`config.mk`:
```
export PLATFORM = sky130hd
export DESIGN_NAME = der_sequence_header_check_core
export DESIGN_NICKNAME = d
export VERILOG_FILES = /design/src/sv/dshc_pkg.sv /design/src/sv/dshc_in_stage.sv /design/src/sv/dshc_hdr_track.sv /design/src/sv/dshc_out_stage.sv /design/src/sv/der_sequence_header_check_core.sv
export SDC_FILE = /design/constraint.sdc
export NUM_CORES = 1
export LEC_CHECK = 0
export BUFFER_PORTS_ARGS = -buffer_cell sky130_fd_sc_hd__buf_4
export CAP_MARGIN = 5
export CORE_UTILIZATION = 57
export CTS_CLUSTER_SIZE = 20
export DETAILED_ROUTE_END_ITERATION = 12
export HOLD_SLACK_MARGIN = 0.1
export PLACE_DENSITY_LB_ADDON = 0.2
export SKIP_LAST_GASP = 1
export SLEW_MARGIN = 30
export SYNTH_ARGS = -nofsm -noshare
export SYNTH_HDL_FRONTEND = slang
export SYNTH_SLANG_ARGS = --single-unit
export TNS_END_PERCENT = 1
```
`constraint.sdc`:
```
create_clock -name clk -period 7.9 [get_ports clk]
set_input_delay 0.395 -clock clk [delete_from_list [all_inputs] [get_ports clk]]
set_output_delay 0.395 -clock clk [all_outputs]
set_load 0.01 [all_outputs]
```
`src/sv/dshc_pkg.sv`:
```
// Shared types and constants for the DER SEQUENCE header checker.
package dshc_pkg;

    localparam int unsigned BYTE_W        = 8;
    localparam int unsigned CNT_W         = 33;
    localparam int unsigned LEN_W         = 32;
    localparam int unsigned OCT_W         = 3;
    localparam int unsigned MAX_LEN_OCTS  = 4;

    localparam logic [BYTE_W-1:0] SEQ_TAG  = 8'h30;
    localparam logic [CNT_W-1:0]  CNT_MAX  = {CNT_W{1'b1}};
    localparam logic [CNT_W-1:0]  HDR_BYTES = 33'd2;

    typedef enum logic [2:0] {
        ST_OK        = 3'd0,
        ST_SHORT     = 3'd1,
        ST_BAD_TAG   = 3'd2,
        ST_INDEF     = 3'd3,
        ST_TOO_MANY  = 3'd4,
        ST_TRUNC     = 3'd5,
        ST_MISMATCH  = 3'd6
    } status_t;

    // one registered input item
    typedef struct packed {
        logic              valid;
        logic [BYTE_W-1:0] data;
        logic              last;
    } byte_item_t;

    // one check result
    typedef struct packed {
        status_t           status;
        logic [LEN_W-1:0]  content_length;
        logic [CNT_W-1:0]  expected_total;
        logic [CNT_W-1:0]  bytes_seen;
    } result_t;

endpackage

```
`src/sv/dshc_in_stage.sv`:
```
// Input register stage for payload bytes.
module dshc_in_stage (
    input  logic                          clk,
    input  logic                          rst_n,
    input  logic                          in_valid,
    output logic                          in_stall,
    input  logic [dshc_pkg::BYTE_W-1:0]   data_byte,
    input  logic                          last_byte,
    input  logic                          fire,
    output dshc_pkg::byte_item_t          item
);
    import dshc_pkg::*;

    logic              valid_reg, valid_next;
    logic [BYTE_W-1:0] data_reg;
    logic              last_reg;
    logic              accept;

    // stage frees up when its item is consumed in the same cycle
    assign in_stall = valid_reg && !fire;
    assign accept   = in_valid && !in_stall;

    always_comb
    begin
        valid_next = valid_reg;
        if (accept)
        begin
            valid_next = 1'b1;
        end
        else if (fire)
        begin
            valid_next = 1'b0;
        end
    end

    always_ff @(posedge clk or negedge rst_n)
    begin
        if (!rst_n)
        begin
            valid_reg <= 1'b0;
        end
        else
        begin
            valid_reg <= valid_next;
        end
    end

    always_ff @(posedge clk)
    begin
        if (accept)
        begin
            data_reg <= data_byte;
            last_reg <= last_byte;
        end
    end

    assign item.valid = valid_reg;
    assign item.data  = data_reg;
    assign item.last  = last_reg;

endmodule

```
`src/sv/dshc_hdr_track.sv`:
```
// Header tracking state and the final check evaluation.
module dshc_hdr_track (
    input  logic                  clk,
    input  logic                  rst_n,
    input  dshc_pkg::byte_item_t  item,
    input  logic                  fire,
    output dshc_pkg::result_t     result
);
    import dshc_pkg::*;

    logic [CNT_W-1:0]  cnt_reg, cnt_next, cnt_upd;
    logic              tag_bad_reg, tag_bad_next, tag_bad_upd;
    logic [BYTE_W-1:0] len_ind_reg, len_ind_next, len_ind_upd;
    logic [LEN_W-1:0]  acc_reg, acc_next, acc_upd;
    logic [OCT_W-1:0]  oct_reg, oct_next, oct_upd;
    logic [6:0]        ind_n;
    logic [6:0]        n_upd;
    logic [CNT_W-1:0]  total_long;
    logic [CNT_W-1:0]  total_short;

    assign ind_n = item.data[6:0];

    // state after taking this byte
    always_comb
    begin
        tag_bad_upd = tag_bad_reg;
        len_ind_upd = len_ind_reg;
        acc_upd     = acc_reg;
        oct_upd     = oct_reg;
        if (cnt_reg == '0)
        begin
            tag_bad_upd = (item.data != SEQ_TAG);
        end
        else if (cnt_reg == CNT_W'(1))
        begin
            len_ind_upd = item.data;
            if (item.data[7] && (ind_n != 7'd0) && (ind_n <= 7'(MAX_LEN_OCTS)))
            begin
                oct_upd = ind_n[OCT_W-1:0];
            end
        end
        else if (oct_reg != '0)
        begin
            acc_upd = {acc_reg[LEN_W-BYTE_W-1:0], item.data};
            oct_upd = oct_reg - OCT_W'(1);
        end
        cnt_upd = (cnt_reg != CNT_MAX) ? cnt_reg + CNT_W'(1) : cnt_reg;
    end

    // frame ends on the last byte: everything back to reset
    always_comb
    begin
        cnt_next     = cnt_reg;
        tag_bad_next = tag_bad_reg;
        len_ind_next = len_ind_reg;
        acc_next     = acc_reg;
        oct_next     = oct_reg;
        if (fire)
        begin
            if (item.last)
            begin
                cnt_next     = '0;
                tag_bad_next = 1'b0;
                len_ind_next = '0;
                acc_next     = '0;
                oct_next     = '0;
            end
            else
            begin
                cnt_next     = cnt_upd;
                tag_bad_next = tag_bad_upd;
                len_ind_next = len_ind_upd;
                acc_next     = acc_upd;
                oct_next     = oct_upd;
            end
        end
    end

    always_ff @(posedge clk or negedge rst_n)
    begin
        if (!rst_n)
        begin
            cnt_reg     <= '0;
            tag_bad_reg <= 1'b0;
            len_ind_reg <= '0;
            acc_reg     <= '0;
            oct_reg     <= '0;
        end
        else
        begin
            cnt_reg     <= cnt_next;
            tag_bad_reg <= tag_bad_next;
            len_ind_reg <= len_ind_next;
            acc_reg     <= acc_next;
            oct_reg     <= oct_next;
        end
    end

    // check evaluation, first failing check wins
    assign n_upd       = len_ind_upd[6:0];
    assign total_short = HDR_BYTES + CNT_W'(len_ind_upd[6:0]);
    assign total_long  = HDR_BYTES + CNT_W'(n_upd) + CNT_W'(acc_upd);

    always_comb
    begin
        result.status         = ST_OK;
        result.content_length = '0;
        result.expected_total = '0;
        result.bytes_seen     = cnt_upd;
        if (cnt_upd < HDR_BYTES)
        begin
            result.status = ST_SHORT;
        end
        else if (tag_bad_upd)
        begin
            result.status = ST_BAD_TAG;
        end
        else if (!len_ind_upd[7])
        begin
            result.content_length = LEN_W'(len_ind_upd[6:0]);
            result.expected_total = total_short;
            result.status = (cnt_upd == total_short) ? ST_OK : ST_MISMATCH;
        end
        else if (n_upd == 7'd0)
        begin
            result.status = ST_INDEF;
        end
        else if (n_upd > 7'(MAX_LEN_OCTS))
        begin
            result.status = ST_TOO_MANY;
        end
        else if (cnt_upd < HDR_BYTES + CNT_W'(n_upd))
        begin
            result.status = ST_TRUNC;
        end
        else
        begin
            result.content_length = acc_upd;
            result.expected_total = total_long;
            result.status = (cnt_upd == total_long) ? ST_OK : ST_MISMATCH;
        end
    end

`ifndef SYNTH
    a_clear_after_last: assert property (@(posedge clk) disable iff (!rst_n)
        fire && item.last |=> (cnt_reg == '0) && (oct_reg == '0) && (acc_reg == '0))
        else $error("frame state not cleared after last byte");

    a_oct_bound: assert property (@(posedge clk) disable iff (!rst_n)
        oct_reg <= OCT_W'(MAX_LEN_OCTS))
        else $error("pending length octets out of range");
`endif

endmodule

```
`src/sv/dshc_out_stage.sv`:
```
// Result register for check results.
module dshc_out_stage (
    input  logic                          clk,
    input  logic                          rst_n,
    input  logic                          load,
    input  dshc_pkg::result_t             result,
    output logic                          out_valid,
    input  logic                          out_stall,
    output logic [2:0]                    status,
    output logic [dshc_pkg::LEN_W-1:0]    content_length,
    output logic [dshc_pkg::CNT_W-1:0]    expected_total,
    output logic [dshc_pkg::CNT_W-1:0]    bytes_seen
);
    import dshc_pkg::*;

    logic    valid_reg, valid_next;
    result_t res_reg;

    always_comb
    begin
        valid_next = valid_reg && out_stall;
        if (load)
        begin
            valid_next = 1'b1;
        end
    end

    always_ff @(posedge clk or negedge rst_n)
    begin
        if (!rst_n)
        begin
            valid_reg <= 1'b0;
        end
        else
        begin
            valid_reg <= valid_next;
        end
    end

    always_ff @(posedge clk)
    begin
        if (load)
        begin
            res_reg <= result;
        end
    end

    assign out_valid      = valid_reg;
    assign status         = res_reg.status;
    assign content_length = res_reg.content_length;
    assign expected_total = res_reg.expected_total;
    assign bytes_seen     = res_reg.bytes_seen;

`ifndef SYNTH
    // never overwrite a result that is still waiting
    a_no_overwrite: assert property (@(posedge clk) disable iff (!rst_n)
        load |-> !(valid_reg && out_stall))
        else $error("result overwritten while stalled");

    a_ok_sizes: assert property (@(posedge clk) disable iff (!rst_n)
        valid_reg && (res_reg.status == ST_OK) |-> res_reg.bytes_seen == res_reg.expected_total)
        else $error("ok status with size disagreement");

    a_undecoded_zero: assert property (@(posedge clk) disable iff (!rst_n)
        valid_reg && (res_reg.status != ST_OK) && (res_reg.status != ST_MISMATCH)
        |-> (res_reg.content_length == '0) && (res_reg.expected_total == '0))
        else $error("length fields set for an undecoded header");
`endif

endmodule

```
`src/sv/der_sequence_header_check_core.sv`:
```
// Top level of the DER SEQUENCE header checker.
// Takes a payload one byte per item (last_byte marks the end) and, for each
// payload, gives one result item: the status of the first failing check
// (too short, bad tag, indefinite length, too many length octets,
// truncated length field, size mismatch) or ok, with the decoded content
// length, the expected total size and the number of bytes seen. Bytes are
// accepted one per cycle, back to back and across payload boundaries,
// unless a last byte is held back (see below); a byte is registered in
// the input register, is folded into the header state, and on the last
// byte its result is loaded into the result register, where it waits
// until it is taken. Only a last byte can be held back: it waits while
// the result register still holds an earlier result that is stalled.
// Non-final bytes flow on regardless. The byte count saturates at 2^33-1.
module der_sequence_header_check_core (
    input  logic                          clk,
    input  logic                          rst_n,
    input  logic                          in_valid,
    output logic                          in_stall,
    input  logic [dshc_pkg::BYTE_W-1:0]   data_byte,
    input  logic                          last_byte,
    output logic                          out_valid,
    input  logic                          out_stall,
    output logic [2:0]                    status,
    output logic [dshc_pkg::LEN_W-1:0]    content_length,
    output logic [dshc_pkg::CNT_W-1:0]    expected_total,
    output logic [dshc_pkg::CNT_W-1:0]    bytes_seen
);
    import dshc_pkg::*;

    byte_item_t item;
    result_t    result;
    logic       fire;
    logic       load;

    // a last byte needs a free result slot, other bytes always proceed
    assign fire = item.valid && (!item.last || !out_valid || !out_stall);
    assign load = fire && item.last;

    dshc_in_stage u_in (
        .clk       (clk),
        .rst_n     (rst_n),
        .in_valid  (in_valid),
        .in_stall  (in_stall),
        .data_byte (data_byte),
        .last_byte (last_byte),
        .fire      (fire),
        .item      (item)
    );

    dshc_hdr_track u_track (
        .clk    (clk),
        .rst_n  (rst_n),
        .item   (item),
        .fire   (fire),
        .result (result)
    );

    dshc_out_stage u_out (
        .clk            (clk),
        .rst_n          (rst_n),
        .load           (load),
        .result         (result),
        .out_valid      (out_valid),
        .out_stall      (out_stall),
        .status         (status),
        .content_length (content_length),
        .expected_total (expected_total),
        .bytes_seen     (bytes_seen)
    );

`ifndef SYNTH
    // every new result comes from a last byte loaded in the previous cycle
    a_result_source: assert property (@(posedge clk) disable iff (!rst_n)
        $rose(out_valid) |-> $past(load))
        else $error("result without a last byte");
`endif

endmodule
```
# Yosys cells after proc, flatten, opt, wreduce, memory -nomap -nowiden
# Index checks and enable logic that the tools add are counted.
dict set report op_classes {
  n_addsub 4
  n_lt_le_gt_ge 4
  n_eq_ne 7
  n_mux 29
  bitwise_logic 1
  n_reduce_logical 23
}
# operator n
set ops {}
lappend ops {{65-bit two-way mux} 3}
lappend ops {{32-bit two-way mux} 4}
lappend ops {{68-bit two-way mux} 1}
lappend ops {{33-bit equality test} 2}
lappend ops {{33-bit two-way mux} 2}
lappend ops {{33-bit by 1-bit adder with 33-bit output, second input constant} 1}
lappend ops {{33-bit by 32-bit adder with 33-bit output} 1}
lappend ops {{33-bit by 1-bit equality test with 1-bit output, second input constant} 1}
lappend ops {{33-bit zero test} 1}
lappend ops {{33-bit by 2-bit < comparator with 1-bit output, second input constant} 1}
lappend ops {{33-bit < comparator} 1}
lappend ops {{33-bit != test, second input constant} 1}
lappend ops {{3-bit two-way mux} 10}
lappend ops {{8-bit two-way mux} 3}
lappend ops {{2-bit by 7-bit adder with 8-bit output, first input constant} 1}
lappend ops {{8-bit by 6-bit != test with 1-bit output, second input constant} 1}
lappend ops {{7-bit by 3-bit greater-than comparator with 1-bit output, second input constant} 1}
lappend ops {{7-bit by 3-bit <= comparator with 1-bit output, second input constant} 1}
lappend ops {{1-bit logical AND} 7}
lappend ops {{7-bit zero test} 1}
lappend ops {{7-bit nonzero test} 1}
lappend ops {{3-bit nonzero test} 2}
lappend ops {{6-bit OR reduction} 1}
lappend ops {{1-bit zero test} 5}
lappend ops {{other kinds (10)} 15}
dict set report totals {
  regBits 189
  inputBits 13
  out_inout_bits 103
  wordCells 83
}

# Logic depth before layout (Yosys ltp)
# Gate-level depths: netlist of run 1.
dict set report logic_depth {
  depth_word 12
  mapped_depth 26
  ltp_nobuf 24
}

# Cells and area by module
# Synthesis of run 1 repeated with hierarchy kept, for this count alone.
dict set report hier_totals {
  cells_unflattened 1197
  hier_area_um2 11528.6
}
# mod n_inst cells_per_inst area_per_inst_um2 seq_area_each_um2
set modules_own_cells {}
lappend modules_own_cells {dshc_hdr_track 1 1074 8101.5 1926.8}
lappend modules_own_cells {dshc_out_stage 1 103 3065.4 3057.9}
lappend modules_own_cells {dshc_in_stage 1 16 342.8 295.3}
lappend modules_own_cells {der_sequence_header_check_core 1 4 18.8 0.0}

# Worst setup path before layout of run 1
# OpenSTA, ideal clock, no wires.
dict set report synth_path {
  kind {register to register}
  start {register u_track.cnt_reg[2]}
  end {register u_out.res_reg (netlist bit u_out.status[1]), data pin}
  setup_ns 0.255
  t_arrival_ns 6.168
  t_required_ns 7.645
  setup_slack_ns 1.477
  path_stages_with_launch 25
  path_buffers 1
  period_less_slack_ns 6.423
  cell_sequence {dfrtp_1 -> buf_4 -> or4_1 -> or4_4 -> nor3_2 -> nand2_1 -> nor2_1 -> mux2i_1 -> or3_1 -> or3_1 -> or2_2 -> nand2_1 -> inv_1 -> ha_1 -> a21o_1 -> and2_1 -> nor3_1 -> nor4_1 -> mux2i_1 -> or3_1 -> a211oi_2 -> nand4_1 -> nor4_2 -> o211ai_1 -> and2_1}
}
dict set report synth_via {
  elab_chain_cells 12
  word_cells_on_any_way 25
  cone_classes {add/sub: 3; order compare: 3; eq/ne: 4; mux: 13; reduce/logical: 2}
}
# item line_no
set synth_lines {}
lappend synth_lines {{start: declaration} dshc_hdr_track.sv:11} ;# logic [CNT_W-1:0] cnt_reg, cnt_next, cnt_upd;
lappend synth_lines {{start signal: assignment} dshc_hdr_track.sv:91} ;# cnt_reg <= cnt_next;
lappend synth_lines {{33-bit by 1-bit equality test with 1-bit output} dshc_hdr_track.sv:34} ;# else if (cnt_reg == CNT_W'(1))
lappend synth_lines {{8-bit two-way mux} dshc_hdr_track.sv:34}
lappend synth_lines {{8-bit two-way mux} dshc_hdr_track.sv:30} ;# if (cnt_reg == '0)
lappend synth_lines {{2-bit by 7-bit adder with 8-bit output} {dshc_hdr_track.sv:101, dshc_hdr_track.sv:102, dshc_hdr_track.sv:132}}
lappend synth_lines {{33-bit by 32-bit adder with 33-bit output} dshc_hdr_track.sv:102} ;# assign total_long = HDR_BYTES + CNT_W'(n_upd) + CNT_W'(acc_upd);
lappend synth_lines {{33-bit equality test} dshc_hdr_track.sv:140} ;# result.status = (cnt_upd == total_long) ? ST_OK : ST_MISMATCH;
lappend synth_lines {{3-bit two-way mux} dshc_hdr_track.sv:140}
lappend synth_lines {{3-bit two-way mux} dshc_hdr_track.sv:132} ;# else if (cnt_upd < HDR_BYTES + CNT_W'(n_upd))
lappend synth_lines {{3-bit two-way mux} dshc_hdr_track.sv:128} ;# else if (n_upd > 7'(MAX_LEN_OCTS))
lappend synth_lines {{3-bit two-way mux} dshc_hdr_track.sv:124} ;# else if (n_upd == 7'd0)
lappend synth_lines {{68-bit two-way mux} dshc_hdr_track.sv:118} ;# else if (!len_ind_upd[7])
lappend synth_lines {{2-bit two-way mux} dshc_hdr_track.sv:114} ;# else if (tag_bad_upd)
lappend synth_lines {{end signal: assignment} dshc_out_stage.sv:44} ;# res_reg <= result;
lappend synth_lines {{end: declaration} dshc_out_stage.sv:17} ;# result_t res_reg;
# Parallel ways exist; a longest one is shown, timed or not.
# A chain may end at the register's enable or synchronous reset.

# Worst setup path after layout of run 1
# Same ends and word-level chain as after synthesis.

==> results.toml, run 1 <==
[critical_path]
path_delay_family = "simple AND/OR/NAND/NOR gates"
worstPathRequired_ns = 8.09
crit_top_cell = "or3_1"
end_kind = "flop"
worst_path_max_delay_cell = "or4_1"
worstSetupPathType = "flop to flop"
max_stage_delay_ns = 0.53
critPathMaxFanout = 13
start_kind = "flop"
critPathArrivalTime_ns = 7.17
path_buf_inv = 3

[synth]
synth.avg_cell_area_um2 = 9.93
ys_top_cells_by_area = "edfxtp_1, dfrtp_1, mux2i_1"
synth_fp_nets = 1122
yosys-top-cells-count = "nand2_1, edfxtp_1, nor2_1"
synth_warnings = 0
synth_seq_cells = 189
synth_top_area_share_pct = 30.6
synth.yosys.seq_area_share_pct = 49.0
yosysTopAreaCell = "edfxtp_1"
ys_async_sr_fraction_pct = 41.8
yosysMostFrequentCell = "nand2_1"
synthFlopType = "edfxtp_1"
synthCells = 1086
syn-cell-area_um2 = 10800
synth-edff-count = 110
synth_cell_types = 74

[run_status]
status = "finished, final reports clean"

[global_route]
grt_max_degree = 80
grt_use_total_pct = 31.9
grt.overflow.total = 0
grt_pass1_wl_um = 47200
antenna_found_initial = 0
grt_pass1_vias = 8241

[cts]
cts.sinks = 189
clk_latency_ns = 0.44
ctsResizeCount = 0
cts_root_buffer = "clkbuf_16"
cts_buffers = 17
h-tree-depth = 4
cts_tree = "built"
clk_path_buf_depth = 2
cts.clk_slew.worst_paths_ns = 0.07

[floorplan]
dieArea_um2 = 19500
ios = 116
die_w_um = 140
rows = 49
core_area_um2 = 18300
start_util_pct = 59.0
fp.dieH_um = 140

[job]
max-cap-violations = 0

[drt]
routed_wl_um = 30300
drc_errors = 0
dr.pass1.iters = 6
detail-route-antenna-nets = 0
drt_iter0_markers = 1002
wire_per_inst_um = 21.5
num_vias = 8984
viasPerCell = 6.36

[timing]
worstMarginPinSlew_ns = 1.07
rsz0062_at_grt = "no"
max_slew_margin_pct = 28.1
worst_hold_slack_ns = 0.133
fin_crit_sh_pct = 88.3
max_freq_ghz = 0.143
setup_slack_ns = 0.926
fin_tns_setup_ns = 0
finalClockSkew_ns = 0.0105
layout_min_cycle_time_ns = 6.97
hold_viol = 0
slew_violations = 0
final-setup-viol-count = 0

[power]
vdd_drop_max_mv = 0.182
p_leak_uw = 0.00522
powerDensity_nw_per_um2 = 238
p_total_uw = 2960

[placement]
dp_hpwl_um = 21700
portBuffers = 115
finalWeightedCongestion = 0.962
dp_slack_ns = 1.02

[final_layout]
antennaDiodeCount = 0
nets = 1207
area_delta_synth_final_pct = 15.5
drive_above_1_share_pct = 16.2

[hold_path]
hold_class = "input pin to flop"
==> placed cells by master, fill, tap and decap left out, types with 6 or more instances in the layout <==
cell,n
o21ai_0,70
a22o_1,21
a31oi_1,8
nand3_1,27
xnor2_1,54
o22ai_1,17
inv_1,47
buf_4,133
ha_1,22
o31ai_1,10
nand2_1,134
edfxtp_1,110
nand4_1,37
nor2_1,82
a21oi_1,26
or3_1,12
or2_2,6
dfrtp_1,79
clkbuf_16,17
nor4_1,19
and4_1,7
mux2i_1,51
a21o_1,7
and3_1,16
and2_1,8
nor2b_1,6
nor3_1,15
xor2_1,34
or4_1,7
nand2b_1,10
==> layout make-up <==
| type | instances | area, um^2 |
|---|---|---|
| inverter | 47 | 176 |
| sequential | 189 | 5280 |
| fill | 1411 | 5820 |
| multi-input combinational | 781 | 5070 |
| clock inverter | 13 | 190 |
| clock buffer | 19 | 433 |
| timing repair buffer | 135 | 1020 |
| tap | 229 | 287 |
==> per-stage QoR <==
stage               util (%)  cell area (um^2)  cells
floorplan                  -             10800   1086
global placement        64.6             11800   1380
detailed placement      64.7             11800   1380
CTS                     68.1             12500   1413
global route            68.2             12500   1413
finish                  68.2             12500   1413
==> where the power goes <==
group          internal [uW]  total (uW)  switching, uW
sequential              1120        1200           82.6
clock                    534         919            385
combinational            324         844            520
==> cell families after synthesis <==
logic type / Yosys count / share of synthesized area, %
XOR/XNOR: 88 / 7.15
multiplexers: 57 / 5.44
AND/OR/NAND/NOR: 406 / 18.7
AO/OA/AOI/OAI: 207 / 12.8
flip-flops: 189 / 49.0
buffers and inverters: 116 / 4.26
adder cells (fa/ha/maj): 23 / 2.74
==> path summary, 6_finish.rpt <==
check | from | depth (start not counted) | endpoint | slack, ns
max | u_track.cnt_reg[2] | 25 | u_out.status[1] | 0.93
min | data_byte[2] | 1 | u_in.data_reg[2] | 0.13
max reg2reg | u_track.cnt_reg[2] | 25 | u_out.status[1] | 0.93
min reg2reg | u_track.oct_reg[0] | 1 | u_track.oct_reg[0] | 0.48
max in group asynchronous | rst_n | 2 | u_track.acc_reg[28] | 6.77
min in group asynchronous | rst_n | 2 | u_out.out_valid | 0.57
==> timing repair <==
action | CTS | global route
hold buffers | 1 | 0
buffers inserted | 0 | 0
endpoints found under the hold margin | 79 | 0
==> routing by layer <==
metal	track usage [%]	share of wire, %	wire length (um)
met2	48.4	45	13700
met3	5.78	9.0	2720
met4	12.3	3.2	956
met5	0	0	0
met1	45.6	43	12900
Note: power is estimated with default switching activity, not from simulation.
==> run 2: changes to the inputs <==
Settings changed: CORE_UTILIZATION 57 to 42.
==> results.toml, run 2 (synthesized netlist as in run 1, its figures left out) <==
[run_status]
status = "finished, final reports clean"

[global_route]
grt_use_met3_pct = 2.60
met2_usage_pct = 37.0
grt_use_total_pct = 25.4
grt_pass1_vias = 8395
antenna_found_initial = 0
grt_pass1_wl_um = 50300
grt.overflow.total = 0
grtUsageMet1_pct = 37.2
grt_max_degree = 64
gr-max-usage-layer = "met1"

[power]
vdd_drop_max_mv = 0.113
sw_frac_of_total_pct = 35.2
p_leak_uw = 0.00521
powerDensity_nw_per_um2 = 232
p_total_uw = 2910
pwr-share-seq_pct = 41.2
pwr-share-clk_pct = 29.7
p_int_uw = 1880
p_switching_uw = 1030
combPwrFrac_pct = 29.2

[cts]
clk_path_buf_depth = 2
cts_root_buffer = "clkbuf_16"
clk_latency_ns = 0.44
cts.clk_slew.worst_paths_ns = 0.07
cts_tree = "built"
cts_buffers = 17
h-tree-depth = 4
cts.sinks = 189
ctsResizeCount = 0

[placement]
dp_cells = 1485
portBuffers = 115
dp_hpwl_um = 23700
finalWeightedCongestion = 0.961

[timing]
final-setup-viol-count = 0
layout_min_cycle_time_ns = 7.15
fin_tns_setup_ns = 0
max_freq_ghz = 0.140
slew_violations = 0
hold_viol = 0
max_slew_margin_pct = 35.8
worstMarginPinSlew_ns = 0.959
rsz0062_at_grt = "no"
fin_crit_sh_pct = 90.6
finalClockSkew_ns = 0.0134

[drt]
viasPerCell = 5.78
wire_per_inst_um = 21.3
drc_errors = 0
num_vias = 8778
routed_wl_um = 32400
drt_iter0_markers = 841
dr.pass1.iters = 5
detail-route-antenna-nets = 0

[critical_path]
max_stage_delay_ns = 0.54
r2r_setup_slack_ns = 0.75
start_kind = "flop"
worstSetupPathType = "flop to flop"
worst_path_max_delay_cell = "or4_1"
end_kind = "flop"
critPathMaxFanout = 10
path_cells = "or4_1 > or4_4 > nor3_2 > nand2_1 > nor2_1 > mux2i_1 > or3_1 > or3_1 > or2_2 > nand2_1 > inv_1 > ha_1 > a21o_1 > a31oi_1 > o21bai_1 > nand4_1 > a211o_1 > and3_1 > a211oi_1 > o2111ai_1 > nor4_2 > o211ai_1 > and2_1"
worstPathRequired_ns = 8.09
critPathArrivalTime_ns = 7.35

[final_layout]
final_cell_count_no_fill = 1518
fin_util_pct = 49.9
antennaDiodeCount = 0
final_cell_mix = "buf_4, nand2_1, edfxtp_1"
fillers = 2309
final_common_cell = "buf_4"
drive_above_1_share_pct = 16.5
nets = 1211
area_delta_synth_final_pct = 16.4

[floorplan]
core_area_um2 = 25200
dieArea_um2 = 26300
rows = 58
start_util_pct = 42.8
die_w_um = 162
fp.dieH_um = 162
ios = 116

[job]
max-cap-violations = 0

[hold_path]
hold_class = "input pin to flop"
## run 2: cell count changes in the layout (fill, tap and decap cells not counted), sizes merged
| cell | delta |
|---|---|
| inv | +3 |
| clkbuf | -2 |
| clkinvlp | +1 |
| clkinv | +1 |
| buf | +4 |
| bufinv | -3 |
## run 2: routing by layer
layer / up-vias / routed length [um] / part of all wire (%)
li1: 4116 / - / -
met1: 4213 / 14900 / 46
met2: 380 / 14200 / 44
met3: 69 / 1900 / 5.9
met4: 0 / 1360 / 4.2
met5: - / 0 / 0
## run 2: worst paths after layout
kind                                        to               start  cells past startpoint
max                            u_out.status[1]  u_track.cnt_reg[2]                     23
min in group asynchronous      u_out.out_valid               rst_n                      2
min                           u_in.data_reg[1]        data_byte[1]                      1
max in group asynchronous  u_track.acc_reg[21]               rst_n                      3
min reg2reg                 u_track.oct_reg[0]  u_track.oct_reg[0]                      1
max reg2reg                    u_out.status[1]  u_track.cnt_reg[2]                     23
## run 2: worst max-delay path: cells and delay by family, from the launching register on
family	cells	cell delay, ns
AO/OA/AOI/OAI	7	1.56
AND/OR/NAND/NOR	13	4.24
multiplexers	1	0.22
buffers and inverters	1	0.06
adder cells (fa/ha/maj)	1	0.34
flip-flops	1	0.48
## run 2: power by group through the flow
stage	registers [uW]	logic (uW)	clock network [uW]
3_5_place_dp	1210	835	0
6_report	1200	848	863
2_1_floorplan	1190	609	0
4_1_cts	1190	841	877
3_3_place_gp	1210	833	0
5_1_grt	1200	920	913
## run 2: through the flow
step	hold WS (ns)	instance area [um^2]	setup slack (ns)
5_1_grt	0.119	12600	0.269
3_5_place_dp	0.394	12000	0.847
3_3_place_gp	0.388	12000	0.995
4_1_cts	0.117	12600	0.800
6_report	0.129	12600	0.746
2_1_floorplan	0.0994	10800	1.48
## run 2: final cells by class
| cell class | instances | area (um^2) | area share (%) |
|---|---|---|---|
| clock inverters | 15 | 153 | 1.22 |
| well taps | 330 | 413 | 3.29 |
| repair buffers | 139 | 1050 | 8.33 |
| multi-input cells | 781 | 5060 | 40.3 |
| inverters | 47 | 176 | 1.40 |
| clock buffers | 17 | 425 | 3.39 |
| flip-flops and latches | 189 | 5280 | 42.0 |
## run 2: timing repair
item / 4_1_cts / 5_1_grt
hold buffers: 1 / 0
hold endpoints to repair: 35 / 0
buffers inserted: 0 / 0
